==> config.mk <==
export PLATFORM = sky130hd
export DESIGN_NAME = sudiv_fifo
export DESIGN_NICKNAME = d
export VERILOG_FILES = /design/src/hw/rtl/assert_macros.svh /design/src/hw/rtl/sudiv_fifo.sv
export SDC_FILE = /design/constraint.sdc
export NUM_CORES = 1
export LEC_CHECK = 0
export BUFFER_PORTS_ARGS = -buffer_cell sky130_fd_sc_hd__buf_2
export CAP_MARGIN = 40
export CORE_MARGIN = 1
export CORE_UTILIZATION = 55
export DETAILED_ROUTE_END_ITERATION = 7
export PLACE_DENSITY = 0.79
export REMOVE_ABC_BUFFERS = 1
export SETUP_SLACK_MARGIN = 0.15
export SYNTH_ARGS = -nofsm -noshare
export SYNTH_HDL_FRONTEND = slang
export SYNTH_SLANG_ARGS = --single-unit
==> constraint.sdc <==
create_clock -name clk -period 5.8 [get_ports clk]
set_input_delay 1.45 -clock clk [delete_from_list [all_inputs] [get_ports clk]]
set_output_delay 1.45 -clock clk [all_outputs]
set_load 0.01 [all_outputs]
==> src/hw/rtl/assert_macros.svh <==
// assertion helpers, empty when synthesising
`ifndef ASSERT_MACROS_SVH
`define ASSERT_MACROS_SVH

`ifndef SYNTHESIS
`define SUDIV_ASSERT_IMP(lbl, clk, rstn, ante, cons) \
    lbl: assert property (@(posedge clk) disable iff (!(rstn)) (ante) |-> (cons)) \
        else $error("implication check failed");
`define SUDIV_ASSERT_NEVER(lbl, clk, rstn, cond) \
    lbl: assert property (@(posedge clk) disable iff (!(rstn)) !(cond)) \
        else $error("forbidden condition seen");
`else
`define SUDIV_ASSERT_IMP(lbl, clk, rstn, ante, cons)
`define SUDIV_ASSERT_NEVER(lbl, clk, rstn, cond)
`endif

`endif

==> src/hw/rtl/sudiv_fifo.sv <==
`default_nettype none

module sudiv_fifo #(
    parameter int WIDTH = 67,
    parameter int DEPTH = 2
) (
    input  wire logic             clk,
    input  wire logic             rst_n,
    input  wire logic             in_valid,
    output logic                  in_ready,
    input  wire logic [WIDTH-1:0] in_data,
    output logic                  out_valid,
    output logic [WIDTH-1:0]      out_data
);

    localparam int PTR_W = (DEPTH > 1) ? $clog2(DEPTH) : 1;
    localparam int CNT_W = $clog2(DEPTH + 1);

    logic [WIDTH-1:0] mem [DEPTH];
    logic [PTR_W-1:0] wr_ptr_reg;
    logic [PTR_W-1:0] rd_ptr_reg;
    logic [CNT_W-1:0] count_reg;
    logic             out_valid_reg;
    logic [WIDTH-1:0] out_data_reg;

    logic             push;
    logic             pop;

    // the back end never stalls, so a held word drains every cycle
    assign pop      = (count_reg != '0);
    assign in_ready = (count_reg != CNT_W'(DEPTH)) || pop;
    assign push     = in_valid && in_ready;

    always_ff @(posedge clk)
    begin
        if (push)
        begin
            mem[wr_ptr_reg] <= in_data;
        end
        if (pop)
        begin
            out_data_reg <= mem[rd_ptr_reg];
        end
    end

    always_ff @(posedge clk or negedge rst_n)
    begin
        if (!rst_n)
        begin
            wr_ptr_reg    <= '0;
            rd_ptr_reg    <= '0;
            count_reg     <= '0;
            out_valid_reg <= 1'b0;
        end
        else
        begin
            out_valid_reg <= pop;
            if (push)
            begin
                wr_ptr_reg <= (wr_ptr_reg == PTR_W'(DEPTH - 1)) ? '0 : wr_ptr_reg + 1'b1;
            end
            if (pop)
            begin
                rd_ptr_reg <= (rd_ptr_reg == PTR_W'(DEPTH - 1)) ? '0 : rd_ptr_reg + 1'b1;
            end
            if (push && !pop)
            begin
                count_reg <= count_reg + 1'b1;
            end
            else if (pop && !push)
            begin
                count_reg <= count_reg - 1'b1;
            end
        end
    end

    assign out_valid = out_valid_reg;
    assign out_data  = out_data_reg;

endmodule

`default_nettype wire

# Yosys cells after proc, flatten, opt, wreduce, memory -nomap -nowiden
# Memory sizes are Yosys's and may differ from the RTL's. A register that Yosys moved wholly into a read port is not among the register bits.
# Cells that the tools add are included.
[classes]
n_addsub = 4
n_reduce_logical = 8
n_eq_ne = 1
mux = 6
[ops]
columns = ["op", "n"]
rows = [
  ["$mux W1", 4],
  ["$mux W2", 2],
  ["$reduce_bool A2 Y1", 2],
  ["$logic_and A1 B1 Y1", 3],
  ["$add A1 B1 Y1 const B", 2],
  ["$add A2 B1 Y2 const B", 1],
  ["$logic_not A1 Y1", 2],
  ["$ne A2 B2 Y1 const B", 1],
  ["$sub A2 B1 Y2 const B", 1],
  ["$logic_or A1 B1 Y1", 1],
]
[word_totals]
out_inout_bits = 69
input_bits = 70
ram_bits = 134
memories = 1
wordCells = 24
register_bits = 5
[mem_list]
columns = ["memory", "depth", "width", "rd", "rd_clocked_by_memory_dff", "write_ports", "line", "rtl"]
rows = [
  ["mem", 2, 67, 1, 1, 1, "sudiv_fifo.sv:19", "logic [WIDTH-1:0] mem [DEPTH];"],
]

# Longest topological paths before layout
[depth]
depth_word = 7
depth_mapped = 5
mapped_depth_nobuf = 5

# Least setup slack after synthesis
# Ideal clock, no wire load.
[synth_path]
path_kind = "input -> register"
start = "input in_valid"
end = "memory mem[0][0], enable pin"
path_slack_ps = 907
path_stages = 1
n_path_buf = 0
setup_time_ps = 500
arrival_time_ps = 4393
path_cell_list = "nor2b_1"
[synth_between]
elab_chain_cells = 3
[synth_lines]
columns = ["element", "line", "rtl"]
rows = [
  ["from (decl)", "sudiv_fifo.sv:9", "input wire logic in_valid,"],
  ["$logic_and A1 B1 Y1", "sudiv_fifo.sv:32", "assign push = in_valid && in_ready;"],
  ["$mux W1", "sudiv_fifo.sv:36", "if (push)"],
  ["$mux W1 (not written as such)", "sudiv_fifo.sv:38", "mem[wr_ptr_reg] <= in_data;"],
  ["to (decl)", "sudiv_fifo.sv:19", ""],
]
# Every way passes these cells.

# Final worst setup path
[layout_path]
start = "input in_valid"
end = "memory mem[0][54], enable pin"
# Same word-level chain as after synthesis.

==> impl_metrics.csv <==
group,metric,value,unit
timing,setup_slack,3.246,ns
clocking,insertion_delay,0.47,ns
route,initialDrtViolationCount,160,
clocking,root_buffer,"clkbuf_16",
layout,diodes,0,
yosys,synth_edf_count,201,
placed_design,place_ws,2.718,ns
timing,fmax,0.3916,GHz
clocking,htree_levels,1,
hold_path,hold_path_class,"reg -> reg",
timing,relSlewSlack,0.5561,
timing,timing.final.crit_share,0.4403,
grt,grt_pass1_vias,3067,
grt,grt_usage,0.1561,
yosys,synth_top_area_share,0.8432,
route,wl_per_cell,16.94,um
clocking,postCtsSetupBuffers,0,
clocking,clockBufferDepth,3,
clocking,ctsHoldBuffers,0,
yosys,synth_area_leaders,"edfxtp_1 84%, mux2_2 7.4%, mux2_4 4.2%, dfrtp_1 1.7%, buf_8 0.42%",
yosys,synth_common_cells,"201 x edfxtp_1, 47 x mux2_2, 20 x mux2_4",
placed_design,dp_hpwl,6743,um
timing,setup_tns,0,ns
yosys,synth_seq_area_share,0.8607,
clocking,cts.repair.resized,0,
pwr,leakage,3.255,nW
layout,fin_nets,520,
timing,finalMaxSlewViolations,0,
timing,hold_viol_final,0,
setup_path,startpoint,"in_valid",
clocking,cts_tree,"built",
yosys,synth_cell_types,17,
layout,area_delta_synth_final,20.87,%
die,dieArea,13470,um^2
yosys,syn_avg_cell_area,24.26,um^2
grt,grt_use_met2,0.2647,
yosys,synth_most_common_cell,"edfxtp_1",
die,start_util,0.5649,
grt,grt_use_met1,0.1982,
yosys,synth_top_area_cell,"edfxtp_1",
grt,antenna_found_initial,0,
timing,tightestPinTransition,0.6649,ns
placed_design,io_buffers,137,
status,outcome,"finished, final reports clean",
setup_path,cp_slowest_cell,"nor2b_4",
route,via_per_inst,4.987,
placed_design,routabilityCongestion,0.7238,
route,ant_nets,0,
timing,setup_viol,0,
setup_path,cp.required,5.93,ns
clocking,cts_buffers,20,
route,dr.pass1.iters,4,
setup_path,slowest_delay,0.44,ns
grt,grt_max_degree,54,
grt,overflow,0,
timing,rsz0062_at_grt,"no",
yosys,synthCells,295,
route,drcViolationCount,0,
clocking,cts.clk_slew.worst_paths,0.06,ns
grt,grt_pass1_wl,15560,um
die,pin_count,139,
yosys,yosysWarnings,0,
yosys,async_flop_share,0.02427,
die,rows,41,
timing,worst_clock_skew,0.006170,ns
die,fp.dieH,116.1,um
clocking,clock_sinks,206,
timing,period_needed,2.554,ns
yosys,yosys_most_used_dff,"edfxtp_1",
pwr,power_density,530.5,nW/um^2
layout,drive_above_1_share,0.5130,
grt,grt_use_met3,0.04446,
flow_run,maxCapViolCount,0,
route,wirelength,10710,um
setup_path,worstSetupStartpointType,"primary input",
setup_path,cp_max_fo,29,
die,core_area,12670,um^2
setup_path,cp_cell_sequence,"buf_2, nor2b_4, buf_12, buf_4",
yosys,syn_area,7158,um^2
route,vias,3152,
setup_path,setup.worst_path.end_class,"flop",
die,die_width,116.1,um
hold_path,hold_start,"count_reg[1]",
layout,largest_reg_flops,134,
setup_path,crit_arrival,2.68,ns
setup_path,r2r_start,"count_reg[0]",
setup_path,critPathKind,"in -> reg",
pwr,ir_worst_vdd,411.0,uV
grt,top_usage_layer,"met2",
yosys,ys_ff_latch,206,
worst paths after layout:
path	slack (ns)	depth (start not counted)	end
setup / recovery	3.25	4	mem[0][54]
max in group asynchronous	4.87	1	rd_ptr_reg
hold / removal	0.49	1	count_reg[1]
min in group asynchronous	0.78	1	count_reg[1]
hold reg to reg	0.49	1	count_reg[1]
setup reg to reg	3.81	3	out_data[1]
worst max-delay path: cells and delay by family:
family        cells  cell delay, ns
simple gates      1            0.44
buf+inv           3            0.75
cell type report:
| type | instances | area (um^2) |
|---|---|---|
| flip-flops and latches | 206 | 6165 |
| fillers | 817 | 4019 |
| inverters | 1 | 3.754 |
| repair buffers | 142 | 775.7 |
| multi-input cells | 78 | 919.6 |
| clock inverters | 10 | 40.04 |
| clock buffers | 23 | 533.0 |
| well taps | 172 | 215.2 |
per-stage QoR:
stage	cells	hold WS (ns)	total power, W	util	instance area, um^2
floorplan	285	0.4426	0.003077	-	7074
detailed placement	599	0.4817	0.003508	0.6376	8079
global route	632	0.5253	0.004796	0.6828	8652
finish	632	0.4947	0.004590	0.6828	8652
global placement	596	0.4567	0.003430	0.6317	8004
CTS	632	0.4933	0.004649	0.6828	8652
cell usage in the layout (no fill, tap or decap):
cell,synthesis,final
and2_4,0,1
buf_12,0,1
buf_16,0,2
buf_2,4,137
buf_4,1,2
clkbuf_1,1,2
clkbuf_16,0,21
clkinv_1,0,8
clkinv_2,0,2
conb_1,1,1
dfrtp_1,5,4
dfrtp_4,0,1
edfxtp_1,201,201
ha_1,1,1
inv_2,0,1
mux2_2,47,47
mux2_4,20,20
nor2_1,2,2
nor2b_4,0,1
xnor2_1,2,2
xor2_1,3,3
where the power goes:
| group | total (W) | internal (W) | leakage (nW) | switching (W) |
|---|---|---|---|---|
| Clock | 0.00114 | 0.000650 | 0.282 | 0.000487 |
| Combinational | 0.00108 | 0.000490 | 0.978 | 0.000588 |
| Sequential | 0.00237 | 0.00224 | 2.00 | 0.000139 |
layer usage:
| layer | vias to the layer above | wire length, um |
|---|---|---|
| met5 | - | 0 |
| met4 | 0 | 161 |
| met3 | 16 | 842 |
| met2 | 108 | 5426 |
| met1 | 1553 | 4278 |
| li1 | 1475 | - |
cell families after synthesis:
| kind of cell | count (synthesis) | synth area share |
|---|---|---|
| xor+xnor | 5 | 0.006119 |
| fa+ha+maj | 1 | 0.001748 |
| buf+inv | 11 | 0.01224 |
| flops | 206 | 0.8607 |
| mux | 67 | 0.1159 |
| other cells | 1 | 0.0005239 |
| simple gates | 4 | 0.002798 |
No activity file was read; power rests on OpenSTA's default activity.
