<file path="src/hw/rtl/assert_macros.svh">
// assertion helpers, empty when synthesising
`ifndef ASSERT_MACROS_SVH
`define ASSERT_MACROS_SVH

`ifndef SYNTHESIS
`define SUDIV_ASSERT_IMP(lbl, clk, rstn, ante, cons) \
    lbl: assert property (@(posedge clk) disable iff (!(rstn)) (ante) |-> (cons)) \
        else $error("implication check failed");
`define SUDIV_ASSERT_NEVER(lbl, clk, rstn, cond) \
    lbl: assert property (@(posedge clk) disable iff (!(rstn)) !(cond)) \
        else $error("forbidden condition seen");
`else
`define SUDIV_ASSERT_IMP(lbl, clk, rstn, ante, cons)
`define SUDIV_ASSERT_NEVER(lbl, clk, rstn, cond)
`endif

`endif

</file>
<file path="src/hw/rtl/sudiv_pkg.sv">
`default_nettype none

package sudiv_pkg;

    localparam logic OP_UNSIGNED = 1'b0;
    localparam logic OP_SIGNED   = 1'b1;

    // sign and special-case handling decided at the front
    typedef struct packed {
        logic neg_q;
        logic neg_r;
        logic zero_div;
    } cls_t;

endpackage

`default_nettype wire

</file>
<file path="src/hw/rtl/sudiv_front.sv">
`default_nettype none

module sudiv_front #(
    parameter int DATA_WIDTH = 32
) (
    input  wire logic                  clk,
    input  wire logic                  rst_n,
    input  wire logic                  start,
    output logic                       busy,
    input  wire logic                  op,
    input  wire logic [DATA_WIDTH-1:0] dividend,
    input  wire logic [DATA_WIDTH-1:0] divisor,
    output logic                       word_valid,
    input  wire logic                  word_ready,
    output logic [DATA_WIDTH-1:0]      mag_n,
    output logic [DATA_WIDTH-1:0]      mag_d,
    output sudiv_pkg::cls_t            cls
);

    logic                  valid_reg;
    logic [DATA_WIDTH-1:0] mag_n_reg;
    logic [DATA_WIDTH-1:0] mag_d_reg;
    sudiv_pkg::cls_t       cls_reg;

    logic                  accept;
    logic                  is_signed;
    logic                  n_neg;
    logic                  d_neg;
    logic [DATA_WIDTH-1:0] mag_n_next;
    logic [DATA_WIDTH-1:0] mag_d_next;
    sudiv_pkg::cls_t       cls_next;

    assign busy   = valid_reg && !word_ready;
    assign accept = start && !busy;

    always_comb
    begin
        is_signed  = (op == sudiv_pkg::OP_SIGNED);
        n_neg      = is_signed && dividend[DATA_WIDTH-1];
        d_neg      = is_signed && divisor[DATA_WIDTH-1];
        mag_n_next = n_neg ? (~dividend + DATA_WIDTH'(1)) : dividend;
        mag_d_next = d_neg ? (~divisor + DATA_WIDTH'(1)) : divisor;
        cls_next.neg_q    = n_neg ^ d_neg;
        cls_next.neg_r    = n_neg;
        cls_next.zero_div = (divisor == '0);
    end

    always_ff @(posedge clk or negedge rst_n)
    begin
        if (!rst_n)
        begin
            valid_reg <= 1'b0;
        end
        else if (!busy)
        begin
            valid_reg <= start;
        end
    end

    always_ff @(posedge clk)
    begin
        if (accept)
        begin
            mag_n_reg <= mag_n_next;
            mag_d_reg <= mag_d_next;
            cls_reg   <= cls_next;
        end
    end

    assign word_valid = valid_reg;
    assign mag_n      = mag_n_reg;
    assign mag_d      = mag_d_reg;
    assign cls        = cls_reg;

endmodule

`default_nettype wire

</file>
<file path="config.mk">
export PLATFORM = sky130hd
export DESIGN_NAME = sudiv_front
export DESIGN_NICKNAME = d
export VERILOG_FILES = /design/src/hw/rtl/assert_macros.svh /design/src/hw/rtl/sudiv_pkg.sv /design/src/hw/rtl/sudiv_front.sv
export SDC_FILE = /design/constraint.sdc
export NUM_CORES = 1
export LEC_CHECK = 0
export ABC_CLOCK_PERIOD_IN_PS = 5000
export BUFFER_PORTS_ARGS = -buffer_cell sky130_fd_sc_hd__buf_2
export CORE_MARGIN = 2
export CORE_UTILIZATION = 40
export DETAILED_ROUTE_END_ITERATION = 10
export HOLD_SLACK_MARGIN = 0.02
export PLACE_DENSITY = 0.68
export SLEW_MARGIN = 20
export SYNTH_ARGS = -nofsm -noshare
export SYNTH_HDL_FRONTEND = slang
export SYNTH_SLANG_ARGS = --single-unit
</file>
<file path="constraint.sdc">
create_clock -name clk -period 5 [get_ports clk]
set_input_delay 0.5 -clock clk [delete_from_list [all_inputs] [get_ports clk]]
set_output_delay 0.5 -clock clk [all_outputs]
set_load 0.1 [all_outputs]
</file>
-- Word level (Yosys, flattened, before mapping)
Index checks and enable logic that the tools add are counted.
- register bits: 68
- bits in latches: 0
- memory bits (writable): 0
- memory bits (read-only): 0
- output and inout port bits: 69
- memories kept: 0
- add/subtract/negate cells: 2
- multipliers: 0
- div/mod/pow operators: 0
- order comparisons: 0
- eq/ne operators: 0
- shift operators: 0
- muxes and demuxes: 2
- bitwise operators: 3
- reduce and logical (&&, ||, !) cells: 7
- operators with widths (cell ; number):
    32-bit by 1-bit adder with 32-bit output (second input constant) ; 2
    32-bit two-way mux ; 2
    32-bit inverter ; 2
    32-bit zero test ; 1
    1-bit logical AND ; 4
    1-bit zero test ; 2
    1-bit bitwise XOR ; 1

-- Longest topological paths before layout
Gate-level depths: netlist (run 1).
- depth in word-level cells: 4
- mapped depth: 6
- mapped depth without buffers: 5

-- Worst setup path after synthesis (run 1)
Ideal clock, no wire load.
- path type: register to register
- start: register valid_reg (netlist: word_valid)
- end: register cls_reg (netlist bit cls[0]), enable pin
- setup time: 0.432 ns
- arrival time: 2.588 ns
- setup slack: 1.979 ns
- cell stages (with the launch flop): 3
- buffers on the path: 0
- cell sequence: dfrtp_1 > nand2b_1 > and2_1
- longest elaborated chain between the ends: 3
- RTL lines (element ; line ; RTL):
    start: declaration ; sudiv_front.sv:20 ; logic valid_reg;
    start signal: assignment ; sudiv_front.sv:56 ; valid_reg <= start;
    1-bit logical AND ; sudiv_front.sv:33 ; assign busy = valid_reg && !word_ready;
    1-bit zero test ; n/a ;
    1-bit logical AND ; sudiv_front.sv:34 ; assign accept = start && !busy;
    named net accept ; sudiv_front.sv:25 ; logic accept;
    end signal: assignment ; sudiv_front.sv:66 ; cls_reg <= cls_next;
    end: declaration ; sudiv_front.sv:23 ; sudiv_pkg::cls_t cls_reg;
The timed path passes the listed nets, and every way through them passes these cells.
A chain may end at the register's enable or synchronous reset.

-- Final worst setup path (run 1)
- start: input dividend[4]
- end: register mag_n_reg[14] (netlist: mag_n[14]) (data pin)
- longest elaborated chain between the ends: 3
- RTL lines (element ; line ; RTL):
    start: declaration ; sudiv_front.sv:11 ; input wire logic [DATA_WIDTH-1:0] dividend,
    32-bit inverter ; sudiv_front.sv:41 ; mag_n_next = n_neg ? (~dividend + DATA_WIDTH'(1)) : dividend;
    32-bit by 1-bit adder with 32-bit output ; sudiv_front.sv:41 ;
    32-bit two-way mux ; sudiv_front.sv:41 ;
    named net mag_n_next[14] ; sudiv_front.sv:29 ; logic [DATA_WIDTH-1:0] mag_n_next;
    end signal: assignment ; sudiv_front.sv:64 ; mag_n_reg <= mag_n_next;
    end: declaration ; sudiv_front.sv:21 ; logic [DATA_WIDTH-1:0] mag_n_reg;
The timed path passes the listed nets, and every way through them passes these cells.

==> flow_summary.toml, run 1 <==
[route]
routed_wl_mm = 8.32
drcViolationCount = 0
dr.pass1.iters = 4
wl_per_cell_um = 15.3
drtAntennaViolNets = 0
vias_per_cell = 5.24
first_iter_violations = 136
dr_total_vias = 2849

[place]
io_buffers = 137
gp_congestion = 0.781
post-place-ws_ns = 2.56
hpwl_mm = 6.26
dpl-instance-area_um2 = 4360

[sta]
setup_viol = 0
hold_violations = 0
rsz0062_at_grt = "false"
worst_slew_pin_slew_ns = 0.801
maxSlewHeadroom_pct = 46.6
period_share_pct = 41.8
finalCriticalPeriod_ns = 2.09
tns_ns = 0
finalMaxSlewViolations = 0
fin_skew_ns = 0.00817
max_freq_mhz = 479
whs_ns = 0.371
finalWorstSetupSlack_ns = 2.91

[cts]
clock_sinks = 68
cts_tree = "done"
clk_pin_slew_ns = 0.07
clk_latency_ns = 0.33
numCtsBuffers = 9
clockBufferDepth = 2
cts.htree.levels = 3
cts_root_buffer = "clkbuf_8"
post_cts_buffers = 0

[hold_path]
hold_end = "word_valid"
min_from = "start"
hold_class = "input port to flop"
min_path_cells = 2

[grt]
grt_pass1_wl_mm = 13.4
grt_usage_pct = 17.3
use_met3_pct = 4.37
grt_max_degree = 35
grt_overflow = 0
grt_antenna_before_repair = 0
busiest_layer = "met2"
use_met1_pct = 22.8
grt.met2_usage_pct = 27.2
grt_pass1_vias = 2769

[yosys]
async_flop_share_pct = 1.47
ys_top_cells_by_area = "edfxtp_1 (57%), xor2_1 (9.1%), xnor2_1 (5.4%)"
yosys_warnings = 0
ys_top_cells_by_count = "edfxtp_1 (67), xor2_1 (37), nor2_1 (25)"
synth_edf_count = 67
synth_top_flop_cell = "edfxtp_1"
syn-num-nets = 362
post-synth-top-count-cell = "edfxtp_1"
synth_top_cell_by_area = "edfxtp_1"
ys_ff_latch = 68
synth_area_um2 = 3560
ys_seq_area_share_pct = 57.3
yosysUniqueCellTypes = 39
netlist_instances = 291
synth_top_area_share_pct = 56.6
syn_area_per_cell_um2 = 12.2

[die]
design.core.area_um2 = 8680
die_width_um = 98.3
initial_core_util_pct = 41.0
ios = 138
rows = 34
die_area_um2 = 9660
die_y_um = 98.3

[job]
cap_viol_max_count = 0

[layout]
final_core_util_pct = 52.0
diodes = 0
area_growth_pct = 26.9
drive_gt1_share_pct = 36.9
final_nets = 504
design_area_um2 = 4520

[setup_path]
r2r_cells = 3
cp_max_fo = 7
critPathRequiredTime_ns = 5.08
crit_path_start_kind = "input port"
rr_startpoint = "word_valid"
r2r_slack_ns = 2.97
r2r-end = "mag_d[2]"
arrival_ns = 2.16
cp-end-kind = "flop"
worstSetupPathType = "input port to flop"

[power]
power_density_nw_per_um2 = 339
leakagePower_uw = 0.00182
peakVddDrop_mv = 0.118

[status]
status = "finished, final reports clean"
==> cell usage in the layout (no fill, tap or decap), types with 5 or more instances in the layout <==
cell type	count
a31oi_1	18
xor2_1	37
nand2_1	9
or4_1	5
clkbuf_8	9
buf_2	137
o21ai_0	10
nor2_1	25
xnor2_1	22
edfxtp_1	67
a21oi_1	10
o41ai_1	7
o31ai_1	6
nor4_1	6
nor3_1	12
inv_1	8
==> report_power, final <==
part           internal (uW)  switching, uW
Sequential               681           9.66
Combinational           86.1            389
Clock                    170            193
==> area by class of cell <==
type | instances | area, um2
Clock buffer | 10 | 128
Clock inverter | 4 | 18.8
Fill cell | 797 | 4160
Inverter | 8 | 30.0
Multi-Input combinational cell | 206 | 1460
Sequential cell | 68 | 2040
Tap cell | 108 | 135
Timing Repair Buffer | 140 | 711
==> how the worst max path moves through the flow <==
stage	to	slack, ns	cells after the start	startpoint
global placement	mag_n[29]	2.66	5	dividend[4]
detailed placement	mag_n[14]	2.56	5	dividend[4]
floorplan	cls[0]	1.98	2	word_valid
global route	mag_n[14]	2.77	5	dividend[4]
CTS	mag_d[28]	2.91	3	word_valid
finish	mag_n[14]	2.91	5	dividend[4]
==> critical path, cell delays in order <==
cell,delay [ns]
buf_2,0.13
nor4_2,0.54
nand4b_1,0.39
o41ai_1,0.50
xnor2_1,0.10
==> per-layer routing <==
layer	vias to the layer above	part of all wire [%]	wire, um
met3	13	6.2	517
met2	107	47	3940
met4	0	2.0	165
met1	1329	44	3700
li1	1400	-	-
met5	-	0	0
==> per-stage QoR <==
stage | cells | total power (uW)
2_1_floorplan | 291 | 1070
3_3_place_gp | 529 | 1170
3_5_place_dp | 529 | 1180
4_1_cts | 544 | 1540
5_1_grt | 544 | 1600
6_report | 544 | 1530
==> cells by family after synthesis <==
kind of cell,Yosys count,synth area share (%)
flip-flops,68,57.3
buffers and inverters,17,1.83
AND/OR/NAND/NOR,88,15.3
XOR/XNOR,59,14.5
AO/OA/AOI/OAI,57,10.4
adder cells (fa/ha/maj),2,0.703
==> what timing repair did <==
action | in CTS | in global routing
resized for setup | 0 | 0
hold endpoints to repair | 1 | 0
hold buffers | 1 | 0
Power figures use the tool's default switching activity.
==> run 2: changes to the inputs <==
--- a/config.mk
+++ b/config.mk
@@ -5,13 +5,14 @@
 export SDC_FILE = /design/constraint.sdc
 export NUM_CORES = 1
 export LEC_CHECK = 0
-export ABC_CLOCK_PERIOD_IN_PS = 5000
+export ABC_AREA = 1
+export ABC_CLOCK_PERIOD_IN_PS = 2150
 export BUFFER_PORTS_ARGS = -buffer_cell sky130_fd_sc_hd__buf_2
 export CORE_MARGIN = 2
 export CORE_UTILIZATION = 40
 export DETAILED_ROUTE_END_ITERATION = 10
 export HOLD_SLACK_MARGIN = 0.02
-export PLACE_DENSITY = 0.68
+export PLACE_DENSITY = 0.66
 export SLEW_MARGIN = 20
 export SYNTH_ARGS = -nofsm -noshare
 export SYNTH_HDL_FRONTEND = slang
==> constraint.sdc (replaced) <==
create_clock -name clk -period 2.15 [get_ports clk]
set_input_delay 0.215 -clock clk [delete_from_list [all_inputs] [get_ports clk]]
set_output_delay 0.215 -clock clk [all_outputs]
set_load 0.1 [all_outputs]
==> flow_summary.toml, run 2 <==
[power]
power_uw = 3800
peakVddDrop_mv = 0.291
power_density_nw_per_um2 = 732
leakagePower_uw = 0.00238

[route]
dr.pass1.iters = 5
drtAntennaViolNets = 0
wl_per_cell_um = 13.3
first_iter_violations = 151
dr_total_vias = 3906
routed_wl_mm = 10.9
drcViolationCount = 0
vias_per_cell = 4.80

[die]
initial_core_util_pct = 40.7
die_y_um = 106
die_width_um = 106
design.core.area_um2 = 10200
ios = 138
rows = 37
die_area_um2 = 11200

[place]
io_buffers = 137
hpwl_mm = 8.49
gp_congestion = 0.876
post-place-ws_ns = 0.546

[yosys]
synth_top_area_share_pct = 48.5
synth_top_cell_by_area = "edfxtp_1"
async_flop_share_pct = 1.47
post-synth-top-count-cell = "nand2_1"
synth_top_flop_cell = "edfxtp_1"
yosysUniqueCellTypes = 24
ys_ff_latch = 68
ys_top_cells_by_count = "nand2_1 (192), nor2_1 (90), edfxtp_1 (67)"
yosys_warnings = 0
netlist_instances = 527
synth_area_um2 = 4150
syn-num-nets = 598
syn_area_per_cell_um2 = 7.88
ys_top_cells_by_area = "edfxtp_1 (48%), nand2_1 (17%), nor2_1 (8.1%)"
synth_edf_count = 67
ys_seq_area_share_pct = 49.1

[setup_path]
path_delay_family = "buffers and inverters"
arrival_ns = 1.34
crit_chain = "nand2_4, clkinvlp_4, buf_2"
crit_path_start_kind = "flop"
critPathRequiredTime_ns = 1.93
r2r_slack_ns = 0.65
crit_path_max_incr_delay_ns = 0.42
cp_max_fo = 2
worst-path-buf-inv = 2
slowest_stage = "dfrtp_4"
worstSetupPathType = "flop to output port"
cp-end-kind = "output port"

[sta]
tns_ns = 0
whs_ns = 0.0447
maxSlewHeadroom_pct = 66.7
finalMaxSlewViolations = 0
finalWorstSetupSlack_ns = 0.597
rsz0062_at_grt = "false"
fin_skew_ns = 0.00580
hold_violations = 0
setup_viol = 0
period_share_pct = 72.2
worst_slew_pin_slew_ns = 0.503
finalCriticalPeriod_ns = 1.55
max_freq_mhz = 644

[layout]
drive_gt1_share_pct = 28.0
area_growth_pct = 25.0
diodes = 0
final_cell_mix = "nand2_1 (191), buf_2 (137), nor2_1 (89)"
final_nets = 744
final_common_cell = "nand2_1"

[grt]
grt_overflow = 0
grt_pass1_vias = 3802
grt_max_degree = 68
grt_pass1_wl_mm = 17.7
grt_usage_pct = 20.1
grt_antenna_before_repair = 0

[cts]
cts_root_buffer = "clkbuf_8"
cts_tree = "done"
clock_sinks = 68
numCtsBuffers = 9
clk_latency_ns = 0.35
cts_hold_buf = 1
cts.htree.levels = 3
clockBufferDepth = 2
cts_resized = 0
clk_pin_slew_ns = 0.07
post_cts_buffers = 0

[hold_path]
hold_class = "input port to flop"

[status]
status = "finished, final reports clean"

[job]
cap_viol_max_count = 0
## run 2: area by class of cell
class                      instances  area (um2)
fill                            1005        5000
sequential                        68        2040
multi-input combinational        405        1900
timing repair buffer             141         731
inverter                          48         184
tap                              136         170
clock buffer                      10         128
clock inverter                     6        31.3
## run 2: routing by layer
layer | up-vias | GRT usage, % | share of wire [%]
met4 | 0 | 9.21 | 2.1
met2 | 174 | 35.2 | 50
met5 | - | 0 | 0
met3 | 20 | 4.33 | 7.5
met1 | 1740 | 23.6 | 41
li1 | 1972 | - | -
## run 2: logic make-up after synthesis
logic type	Yosys count	synth area share, %
simple gates	348	35.6
compound gates	27	3.44
buf+inv	54	5.40
xor+xnor	28	5.91
fa+ha+maj	2	0.603
flops	68	49.1
## run 2: worst paths after layout
check / from / to / depth (start not counted)
max: word_valid / busy / 3
min: dividend[0] / mag_n[0] / 1
max reg2reg: word_valid / mag_d[27] / 4
min reg2reg: word_valid / word_valid / 2
max in group asynchronous: rst_n / word_valid / 2
min in group asynchronous: rst_n / word_valid / 2
## run 2: report_power, final
group	switching [uW]	internal, uW	leakage [uW]
clock network	503	406	0.0000832
logic	1030	241	0.00164
registers	25.2	1590	0.000653
total	1560	2230	0.00238
## run 2: worst reg2reg max path: stages (launching register included)
cell	delay, ns
dfrtp_4	0.49
nand2_4	0.08
clkinvlp_4	0.10
nor2_4	0.13
buf_12	0.32
## run 2: stage by stage
| stage | instance area, um2 | utilization [%] | std cells |
|---|---|---|---|
| after floorplan | 4170 | - | 527 |
| after global placement | 5020 | 49.3 | 797 |
| after detailed placement | 5020 | 49.3 | 797 |
| after CTS | 5190 | 50.9 | 814 |
| after global routing | 5190 | 50.9 | 814 |
| final | 5190 | 50.9 | 814 |
==> run 3: changes to the inputs <==
--- a/config.mk
+++ b/config.mk
@@ -5,14 +5,14 @@
 export SDC_FILE = /design/constraint.sdc
 export NUM_CORES = 1
 export LEC_CHECK = 0
-export ABC_AREA = 1
-export ABC_CLOCK_PERIOD_IN_PS = 2150
+export ABC_AREA = 0
+export ABC_CLOCK_PERIOD_IN_PS = 1500
 export BUFFER_PORTS_ARGS = -buffer_cell sky130_fd_sc_hd__buf_2
 export CORE_MARGIN = 2
 export CORE_UTILIZATION = 40
 export DETAILED_ROUTE_END_ITERATION = 10
 export HOLD_SLACK_MARGIN = 0.02
-export PLACE_DENSITY = 0.66
+export PLACE_DENSITY = 0.68
 export SLEW_MARGIN = 20
 export SYNTH_ARGS = -nofsm -noshare
 export SYNTH_HDL_FRONTEND = slang
==> constraint.sdc (replaced) <==
create_clock -name clk -period 1.5 [get_ports clk]
set_input_delay 0.15 -clock clk [delete_from_list [all_inputs] [get_ports clk]]
set_output_delay 0.15 -clock clk [all_outputs]
set_load 0.1 [all_outputs]
==> flow_summary.toml, run 3 (synthesis gave the netlist of run 1 again) <==
[status]
status = "finished, final reports clean"

[setup_path]
rr_startpoint = "word_valid"
r2r-end = "mag_d[9]"
r2r_slack_ns = 0.20
critPathRequiredTime_ns = 1.71
arrival_ns = 1.70
r2r_cells = 3
worstSetupPathType = "input port to flop"
cp-end-kind = "flop"
cp_max_fo = 3
crit_path_start_kind = "input port"

[hold_path]
min_from = "divisor[0]"
hold_class = "input port to flop"
hold_end = "mag_d[0]"
min_path_cells = 1

[grt]
grt_max_degree = 39
grt_usage_pct = 19.6
grt_pass1_vias = 3257
grt_antenna_before_repair = 0
grt_pass1_wl_mm = 15.1
grt_overflow = 0

[sta]
rsz0062_at_grt = "false"
max_freq_mhz = 673
whs_ns = 0.0627
period_share_pct = 99.1
fin_skew_ns = 0.0110
setup_viol = 0
tns_ns = 0
finalMaxSlewViolations = 0
hold_violations = 0
maxSlewHeadroom_pct = 65.7
finalWorstSetupSlack_ns = 0.0130
finalCriticalPeriod_ns = 1.49
worst_slew_pin_slew_ns = 0.519

[job]
cap_viol_max_count = 0

[layout]
drive_gt1_share_pct = 48.2
final_cell_mix = "buf_2 (136), buf_4 (78), edfxtp_1 (67)"
final_nets = 583
area_growth_pct = 47.7
final_common_cell = "buf_2"
diodes = 0
fin_cells = 625

[die]
die_area_um2 = 9660
initial_core_util_pct = 41.0
die_width_um = 98.3
die_y_um = 98.3
rows = 34
design.core.area_um2 = 8680
ios = 138

[cts]
clk_pin_slew_ns = 0.08
cts_root_buffer = "clkbuf_8"
cts.htree.levels = 3
cts_tree = "done"
numCtsBuffers = 9
clockBufferDepth = 2
clk_latency_ns = 0.34
clock_sinks = 68

[place]
io_buffers = 137
place_inst = 607
post-place-ws_ns = -0.334
gp_congestion = 0.777
hpwl_mm = 7.25

[power]
peakVddDrop_mv = 0.454
leakagePower_uw = 0.00225
power_uw = 5540
power_density_nw_per_um2 = 1060

[route]
first_iter_violations = 86
drtAntennaViolNets = 0
dr.pass1.iters = 4
wl_per_cell_um = 15.1
routed_wl_mm = 9.43
drcViolationCount = 0
dr_total_vias = 3222
vias_per_cell = 5.16
## run 3: cell count changes in the layout (fill, tap and decap cells not counted), moves of 10 or more
cell,before,now
inv_1,45,8
nand2_1,191,9
xor2_1,13,37
nor2_1,89,25
nor3_1,1,12
nor2_4,10,0
buf_4,2,78
nor2_2,16,0
nand3_1,33,2
a31oi_1,0,18
## run 3: metal layers
| metal | track usage, % | vias to the layer above | part of all wire (%) |
|---|---|---|---|
| li1 | - | 1553 | - |
| met1 | 22.5 | 1505 | 39 |
| met2 | 34.5 | 144 | 50 |
| met3 | 6.51 | 20 | 8.4 |
| met4 | 6.53 | 0 | 1.8 |
| met5 | 0 | - | 0 |
## run 3: how the worst max path moves through the flow
| stage | startpoint | endpoint | depth (start not counted) |
|---|---|---|---|
| after global routing | divisor[25] | cls[0] | 5 |
| after CTS | divisor[25] | cls[0] | 5 |
| final | divisor[25] | cls[0] | 5 |
| after global placement | divisor[25] | cls[0] | 5 |
| after floorplan | word_valid | cls[0] | 2 |
| after detailed placement | divisor[25] | cls[0] | 5 |
## run 3: area by class of cell
type / count / area [um2]
clock buffer: 10 / 128
clock inverter: 6 / 65.1
multi-input combinational: 206 / 1520
inverter: 8 / 30.0
timing repair buffer: 219 / 1330
sequential: 68 / 2040
tap: 108 / 135
fill: 741 / 3430
## run 3: where the power goes
part	total (uW)	leakage, uW	internal (uW)	switching, uW
logic	1760	0.00151	413	1350
registers	2300	0.000650	2270	32.2
clock network	1480	0.0000962	768	714
## run 3: worst max-delay path, cell delays in order
cell	delay [ns]
buf_2	0.11
or4_4	0.54
or3_4	0.38
or4_4	0.42
nor2_1	0.10
## run 3: what timing repair did
action	CTS	global route
hold endpoints to repair	2	0
setup buffers	0	0
setup endpoints to repair	0	2
gates resized for setup	0	2
hold buffers	2	0
## run 3: metrics by stage
| stage | cell area (um2) | utilization [%] |
|---|---|---|
| 2_1_floorplan | 3620 | - |
| 3_3_place_gp | 5030 | 58.0 |
| 3_5_place_dp | 5030 | 58.0 |
| 4_1_cts | 5250 | 60.5 |
| 5_1_grt | 5250 | 60.5 |
| 6_report | 5250 | 60.5 |
